===== src/rtl/grs_pkg.sv =====
// ----------------------------------------------------------------------------
// grs_pkg - shared types for the greedy ratio selection block
// Entry layout, command kinds, cell operations and controller states.
// ----------------------------------------------------------------------------
`default_nettype none

package grs_pkg;

    typedef struct packed {
        logic [15:0] nmask;
        logic [15:0] prof;
        logic [15:0] dur;
        logic [3:0]  id;
    } entry_t;

    localparam int ENTRY_W = $bits(entry_t);
    localparam int S_DATA_W = 56;
    localparam int M_DATA_W = 56;
    localparam int SEL_CNT_W = 5;
    localparam int TOTAL_W = 20;
    localparam logic [TOTAL_W-1:0] TOTAL_MAX = '1;
    localparam logic [SEL_CNT_W-1:0] SEL_CNT_MAX = '1;

    typedef enum logic [1:0] {
        KIND_LOAD  = 2'd0,
        KIND_SOLVE = 2'd1,
        KIND_CLEAR = 2'd2
    } kind_t;

    typedef enum logic [1:0] {
        OP_HOLD,
        OP_CMP,
        OP_INS,
        OP_ROT
    } cell_op_t;

    typedef struct packed {
        cell_op_t op;
        entry_t   item;
    } cell_ctrl_t;

    typedef enum logic [2:0] {
        ST_IDLE,
        ST_CMP,
        ST_INS,
        ST_WALK,
        ST_EMIT
    } state_t;

endpackage

`default_nettype wire


===== src/rtl/grs_cell.sv =====
// ----------------------------------------------------------------------------
// grs_cell - one slot of the sorted item chain
// Holds one entry and its chosen flag, compares its ratio against a new
// item, and shifts or rotates entries to and from its neighbors.
// ----------------------------------------------------------------------------
`default_nettype none

module grs_cell
    import grs_pkg::*;
(
    input  wire        aclk,
    input  cell_ctrl_t ctrl,
    input  wire        occupied,
    input  entry_t     prev_entry,
    input  wire        prev_flag,
    input  wire        shift_above,
    input  wire        shift_below,
    output entry_t     entry_o,
    output logic       flag_o,
    output logic       shift_o
);

    entry_t      entry_reg;
    logic        flag_reg;
    logic        gt_reg;
    logic [31:0] lhs;
    logic [31:0] rhs;

    assign lhs = 32'(entry_reg.prof) * 32'(ctrl.item.dur);
    assign rhs = 32'(ctrl.item.prof) * 32'(entry_reg.dur);

    assign shift_o = (!occupied || gt_reg) && shift_above;
    assign entry_o = entry_reg;
    assign flag_o  = flag_reg;

    always_ff @(posedge aclk) begin
        case (ctrl.op)
            OP_CMP: begin
                gt_reg <= lhs > rhs;
            end
            OP_INS: begin
                if (shift_below) begin
                    entry_reg <= prev_entry;
                end else if (shift_o) begin
                    entry_reg <= ctrl.item;
                end
            end
            OP_ROT: begin
                entry_reg <= prev_entry;
                flag_reg  <= prev_flag;
            end
            default: begin
            end
        endcase
    end

endmodule

`default_nettype wire


===== config.mk =====
export PLATFORM = sky130hd
export DESIGN_NAME = grs_cell
export DESIGN_NICKNAME = d
export VERILOG_FILES = /design/src/rtl/grs_pkg.sv /design/src/rtl/grs_cell.sv
export SDC_FILE = /design/constraint.sdc
export NUM_CORES = 1
export LEC_CHECK = 0
export CORE_MARGIN = 5
export CORE_UTILIZATION = 65
export DETAILED_ROUTE_END_ITERATION = 12
export DONT_BUFFER_PORTS = 1
export PLACE_DENSITY = 0.79
export RECOVER_POWER = 100
export SLEW_MARGIN = 10
export SYNTH_ARGS = -nofsm -noshare
export SYNTH_HDL_FRONTEND = slang
export SYNTH_SLANG_ARGS = --single-unit

===== constraint.sdc =====
create_clock -name aclk -period 8.3 [get_ports aclk]
set_clock_uncertainty 0.2 [all_clocks]
set_input_delay 0.83 -clock aclk [delete_from_list [all_inputs] [get_ports aclk]]
set_output_delay 0.83 -clock aclk [all_outputs]
set_load 0.02 [all_outputs]

# == Word level (Yosys, flattened, before mapping) ==
# Cells that the tools add are included.
# totals
regBits,54
output_inout_bits,54
inputBits,111
word_cells,21
# op_classes
order_cmp,1
reduce_logical,5
n_mul,2
n_eq_ne,4
mux,3
# op_table
op,n
52-bit 2-to-1 mux,2
52-bit one-hot mux with 2 select lines,1
16-bit by 16-bit multiplier with 32-bit output,2
32-bit > comparator,1
"2-bit == test, second input constant",2
"3-bit != test, second input constant",1
"2-bit by 1-bit == test with 1-bit output, second input constant",1
2-bit AND reduction,1
2-bit nonzero test,1
1-bit logical AND,1
1-bit logical NOT,1
1-bit logical OR,1

# == Depth between registers and ports, before layout ==
# Gate-level depths: netlist of the first run.
# logic_depth
word_depth,6
ltp_mapped,30
mapped_depth_nobuf,28

# == Least setup slack after synthesis of the first run ==
# Ideal clock, no wire load.
# synth_path
path_type,input to register
from,input port ctrl[30] (netlist bit)
to,"register gt_reg, data pin"
path_stages,25
required_ns,7.842
setup_ns,0.258
path_slack_ns,0.751
arrival_ns,7.091
cell_sequence,clkbuf_1 > nand2_1 > fa_1 > fa_1 > fa_1 > fa_1 > inv_1 > fa_1 > inv_1 > fa_1 > inv_1 > ha_1 > nand3_2 > o211ai_1 > a21oi_1 > a21o_1 > o21a_1 > or4b_1 > a32o_1 > ha_1 > nand4_1 > nor4_1 > nand3_1 > nand3_1 > nand2_1
# synth_via
elab_chain_cells,2
# synth_lines
item,line,source
start: declaration,grs_cell.sv:12,"input cell_ctrl_t ctrl,"
16-bit by 16-bit multiplier with 32-bit output,grs_cell.sv:30,assign rhs = 32'(ctrl.item.prof) * 32'(entry_reg.dur);
32-bit > comparator,grs_cell.sv:39,gt_reg <= lhs > rhs;
end signal: assignment,grs_cell.sv:39,
end: declaration,grs_cell.sv:25,logic gt_reg;
# Every way passes these cells.
# A chain may end at the register's enable or synchronous reset.

# == Final worst setup path of the first run ==
# layout_path
from,register entry_reg (netlist bit entry_o[6])
to,"register gt_reg, data pin"
# layout_via
elab_chain_cells,2
# layout_lines
item,line,source
start: declaration,grs_cell.sv:23,entry_t entry_reg;
start signal: assignment,grs_cell.sv:43,entry_reg <= prev_entry;
start signal: assignment,grs_cell.sv:45,entry_reg <= ctrl.item;
start signal: assignment,grs_cell.sv:49,entry_reg <= prev_entry;
16-bit by 16-bit multiplier with 32-bit output,grs_cell.sv:30,
32-bit > comparator,grs_cell.sv:39,
# Every way passes these cells.

==> results of run 1 <==
worst register-to-register path, stage by stage, from the launching register on:
cell and delay [ps]:
edfxtp_1 890, nand2_1 190, fa_1 520, fa_1 570, fa_1 450, fa_1 540, inv_1 50, fa_1 480
inv_1 60, fa_1 470, inv_1 40, ha_1 380, nand3_2 110, o211ai_1 200, a21oi_1 110, a21o_1 230
o21a_1 230, or4b_1 530, a32o_1 220, ha_1 290, nand4_1 170, nor4_1 420, nand3_1 150, o21ai_0 130
nand2_1 70
worst max-delay path by stage:
stage             end  slack [ps]  cells past startpoint         from
3_5_place_dp   gt_reg         430                     24   entry_o[6]
4_1_cts        gt_reg         430                     24   entry_o[6]
3_3_place_gp   gt_reg         670                     24   entry_o[6]
2_1_floorplan  gt_reg         750                     25     ctrl[30]
5_1_grt        gt_reg          20                     25  entry_o[13]
6_report       gt_reg         340                     24   entry_o[6]
stage by stage:
step	area [um^2]	util, %	hold WS (ps)
6_report	20490	67.16	415.2
5_1_grt	20490	67.15	401.1
4_1_cts	20530	67.30	407.8
3_5_place_dp	20360	66.74	729.0
3_3_place_gp	20360	66.74	728.9
2_1_floorplan	20030	-	728.9
layout make-up:
| type | count | area, um^2 | share of cell area (%) |
|---|---|---|---|
| Multi-Input combinational cell | 1572 | 16300 | 79.56 |
| Inverter | 474 | 1779 | 8.683 |
| Sequential cell | 54 | 1622 | 7.914 |
| Tap cell | 396 | 495.5 | 2.418 |
| Clock buffer | 5 | 125.1 | 0.6106 |
| Timing Repair Buffer | 22 | 112.6 | 0.5496 |
| Clock inverter | 3 | 45.04 | 0.2198 |
| Antenna cell | 4 | 10.01 | 0.04885 |
routing by layer:
metal  wire length, um  global-route usage (%)
met5                 0                       0
met1             18940                   38.13
met4              1924                   11.10
met3              3756                   5.237
met2             24760                   52.53
Yosys cell counts (4+ instances only):
cell and number:
mux2_2 52, nor2_1 28, xor2_1 21, a211oi_1 4, a21o_1 45, ha_1 240
and2_1 236, nand4_1 20, a31oi_1 6, a21oi_1 56, nand2_1 305, o21ai_0 32
edfxtp_1 54, inv_1 474, a21boi_0 6, and3_1 4, o21bai_1 9, nand3_1 12
nor2b_1 11, nand2b_1 5, fa_1 388, xnor2_1 34, o21a_1 11, o211ai_1 6
clkbuf_1 90, nor3_1 7
logic make-up (layout without fill, tap and decap cells):
logic type	count (synthesis)	count (layout)	synth area share [%]
AND/OR/NAND/NOR	639	639	15.78
adder cells (fa/ha/maj)	628	628	53.77
buffers and inverters	564	504	10.57
AO/OA/AOI/OAI	197	197	6.415
XOR/XNOR	55	55	2.405
flip-flops	54	54	8.095
multiplexers	53	53	2.973
other	0	4	0
==> metrics.yaml, run 1 <==
holdPathEnd: "flag_o"
grtUsageTotal_pct: 30.20
synth_cell_types: 51
drc: 0
slew_headroom_pct: -121.2
reg2reg_from: "entry_o[6]"
cts_buffer_depth: 2
synth_top_area_share_pct: 38.78
fp.dieW_um: 185.6
dr_total_vias: 14870
timing_worst_setup_path_type: "reg -> reg"
setup-violations-final: 0
crit_arrival_ps: 7820
postSynthAreaPerCell_um2: 9.147
fill_cells: 2432
layout.nets: 2868
rrSetupSlack_ps: 340
period_needed_ps: 7963
cts.sinks: 54
postRouteAntennaNets: 0
post_cts_buffers: 0
reg2reg_depth: 24
crit_path_cell_trace: "nand2_1 -> fa_1 -> fa_1 -> fa_1 -> fa_1 -> inv_1 -> fa_1 -> inv_1 -> fa_1 -> inv_1 -> ha_1 -> nand3_2 -> o211ai_1 -> a21oi_1 -> a21o_1 -> o21a_1 -> or4b_1 -> a32o_1 -> ha_1 -> nand4_1 -> nor4_1 -> nand3_1 -> o21ai_0 -> nand2_1"
grt_max_degree: 53
yosysWarnings: 0
clkTransAtPathRegs_ps: 80
dieArea_mm2: 0.03443
cpPeakStageDelay_ps: 890
syn-num-nets: 2929
first_global_vias: 16592
slew_viol_final: 96
cts_max_level: 2
yosysTopAreaCell: "fa_1"
area_delta_synth_final_pct: 2.286
crit_fanout: 17
rsz0062_at_grt: "no"
cap_violations: 2
grt_overflow_total: 0
finalWorstSetupSlack_ps: 336.7
port_buffers: 0
synth-edff-count: 54
core_mm2: 0.03051
cts_resized: 0
worst_path_max_delay_cell: "edfxtp_1"
fin_crit_sh_pct: 95.94
required_ps: 8160
critPathTopFamily: "adder cells"
synth_area_mm2: 0.02003
gp_routability_congestion: 0.9236
hold_class: "in -> reg"
largest_register_ffs: 52
hold_depth: 0
drive_above_1_share_pct: 2.629
worstMarginPinSlew_ps: 3319
drtPass1Iterations: 5
die_y_um: 185.6
final_cell_mix: "inv_1, fa_1, nand2_1, ha_1, and2_1"
final-instance-count-excl-fill: 2530
path_buf_inv: 3
layout_commonest_cell: "inv_1"
row_count: 64
status: "complete, but fails checks"
routedWlPerCell_um: 19.52
finalHoldViolCount: 0
pre_cts_ws_ps: 430.3
grt_pass1_wl_mm: 82.35
violations: "max-capacitance violations, max-slew violations"
antenna_found_initial: 4
routed_wl_mm: 49.38
min_from: "prev_flag"
start_kind: "register"
cts_root_buf: "clkbuf_16"
yosysSeqAreaShare_pct: 8.095
start_util_pct: 65.66
synthFlopType: "edfxtp_1"
dpl.hpwl_mm: 40.26
path_common_cell: "fa_1"
tritoncts: "built"
cts_inserted_buffers: 5
cp-end-kind: "register"
postCtsHoldBufs: 0
synthTopCellsByArea: "fa_1, ha_1, inv_1, edfxtp_1, and2_1"
setup_tns_ps: 0
via_per_inst: 5.877
synth_seq_cells: 54
r2r_end: "gt_reg"
clkLatencyLatePin_ps: 310
pin_count: 165
async_flop_share_pct: 0
dp_cells: 2518
synth_cells: 2190
drtIter0Drc: 850
clock.fmax_mhz: 125.6
Power of run 1 is left out: the tool's default activity adds up to more than one toggle a clock period on the data nets, which glitch-free logic cannot reach.
==> inputs of run 2 (changes only) <==
- PLACE_DENSITY: 0.79 -> 0.85
==> run 2 against run 1 <==
Against the previous run:
- the run still ends with max-capacitance violations, max-slew violations left
- non-clock buffer count is 7 higher
- die area unchanged
- sequential share of layout area is essentially flat
- critical endpoint unchanged
- largest cell class unchanged
==> metrics.yaml, run 2 (same netlist as run 1, synthesis figures left out) <==
status: "complete, but fails checks"
violations: "max-capacitance violations, max-slew violations"
fp.dieW_um: 185.6
slew_viol_final: 92
start_kind: "register"
register_area_mm2: 0.001622
fill_cells: 2301
worst_path_max_delay_cell: "edfxtp_1"
core_mm2: 0.03051
cts.sinks: 54
crit_fanout: 12
drtIter0Drc: 906
cts_inserted_buffers: 5
start_util_pct: 65.66
period_needed_ps: 7919
layout.nets: 2875
timing_worst_setup_path_type: "reg -> reg"
path_common_cell: "fa_1"
post_cts_buffers: 0
multi_input_area_mm2: 0.01630
drive_above_1_share_pct: 2.995
grt_overflow_total: 0
holdWs_ps: 410.1
cts_max_level: 2
drc: 0
clkLatencyLatePin_ps: 310
rrSetupSlack_ps: 380
postCtsHoldBufs: 0
fin_crit_sh_pct: 95.41
slew_headroom_pct: -112.6
cp-end-kind: "register"
die_y_um: 185.6
gp_routability_congestion: 0.9678
grt_pass1_wl_mm: 84.09
tritoncts: "built"
grt_max_degree: 53
cts_buffer_depth: 2
via_per_inst: 5.995
cts_root_buf: "clkbuf_16"
clkTransAtPathRegs_ps: 80
port_buffers: 0
antenna_found_initial: 3
clock.fmax_mhz: 126.3
setup-violations-final: 0
worstMarginPinSlew_ps: 3189
largest_register_ffs: 52
routed_wl_mm: 50.14
first_global_vias: 17131
dieArea_mm2: 0.03443
cts_resized: 0
crit_arrival_ps: 7780
row_count: 64
pin_count: 165
postRouteAntennaNets: 0
layout_commonest_cell: "inv_1"
cap_violations: 2
area_delta_synth_final_pct: 2.529
grtUsageTotal_pct: 30.69
setup_tns_ps: 0
dpl.hpwl_mm: 41.73
final_cell_mix: "inv_1, fa_1, nand2_1, ha_1, and2_1"
drtPass1Iterations: 6
finalHoldViolCount: 0
cpPeakStageDelay_ps: 660
dr_total_vias: 15192
required_ps: 8170
hold_class: "in -> reg"
rsz0062_at_grt: "no"
routedWlPerCell_um: 19.79
-- run 2: worst paths after layout --
check | start | to | depth (start not counted)
max reg2reg | entry_o[8] | gt_reg | 25
min | prev_flag | flag_o | 0
min reg2reg | entry_o[20] | gt_reg | 6
max | entry_o[8] | gt_reg | 25
-- run 2: cell type report --
class                   instances  share of cell area, %
well taps                     396                  2.412
inverters                     474                  8.663
repair buffers                 29                 0.8041
flip-flops and latches         54                  7.895
diodes                          1                0.01218
clock inverters                 3                 0.2376
clock buffers                   5                 0.6092
multi-input cells            1572                  79.37
-- run 2: routing by layer --
metal	vias to the layer above	track usage [%]	wire, um
li1	6600	-	-
met1	7656	37.83	18430
met2	739	53.35	25040
met3	193	5.882	4273
met4	4	12.56	2356
met5	-	0	35
-- run 2: through the flow --
| step | util (%) | setup WS [ps] | cells | cell area, um^2 |
|---|---|---|---|---|
| floorplan | - | 750.9 | 2190 | 20030 |
| global placement | 66.92 | 693.9 | 2525 | 20420 |
| detailed placement | 66.92 | 532.2 | 2525 | 20420 |
| CTS | 67.49 | 477.7 | 2533 | 20590 |
| global route | 67.32 | 48.35 | 2534 | 20540 |
| finish | 67.32 | 381.0 | 2534 | 20540 |
-- run 2: critical path, delay by kind of cell (launching register included) --
| kind | cells | cell delay, ps |
|---|---|---|
| flip-flops | 1 | 660 |
| AO/OA/AOI/OAI | 5 | 1510 |
| adder cells (fa/ha/maj) | 8 | 3420 |
| AND/OR/NAND/NOR | 6 | 1130 |
| XOR/XNOR | 1 | 200 |
| buffers and inverters | 5 | 560 |
Power of run 2 is left out for the same reason.
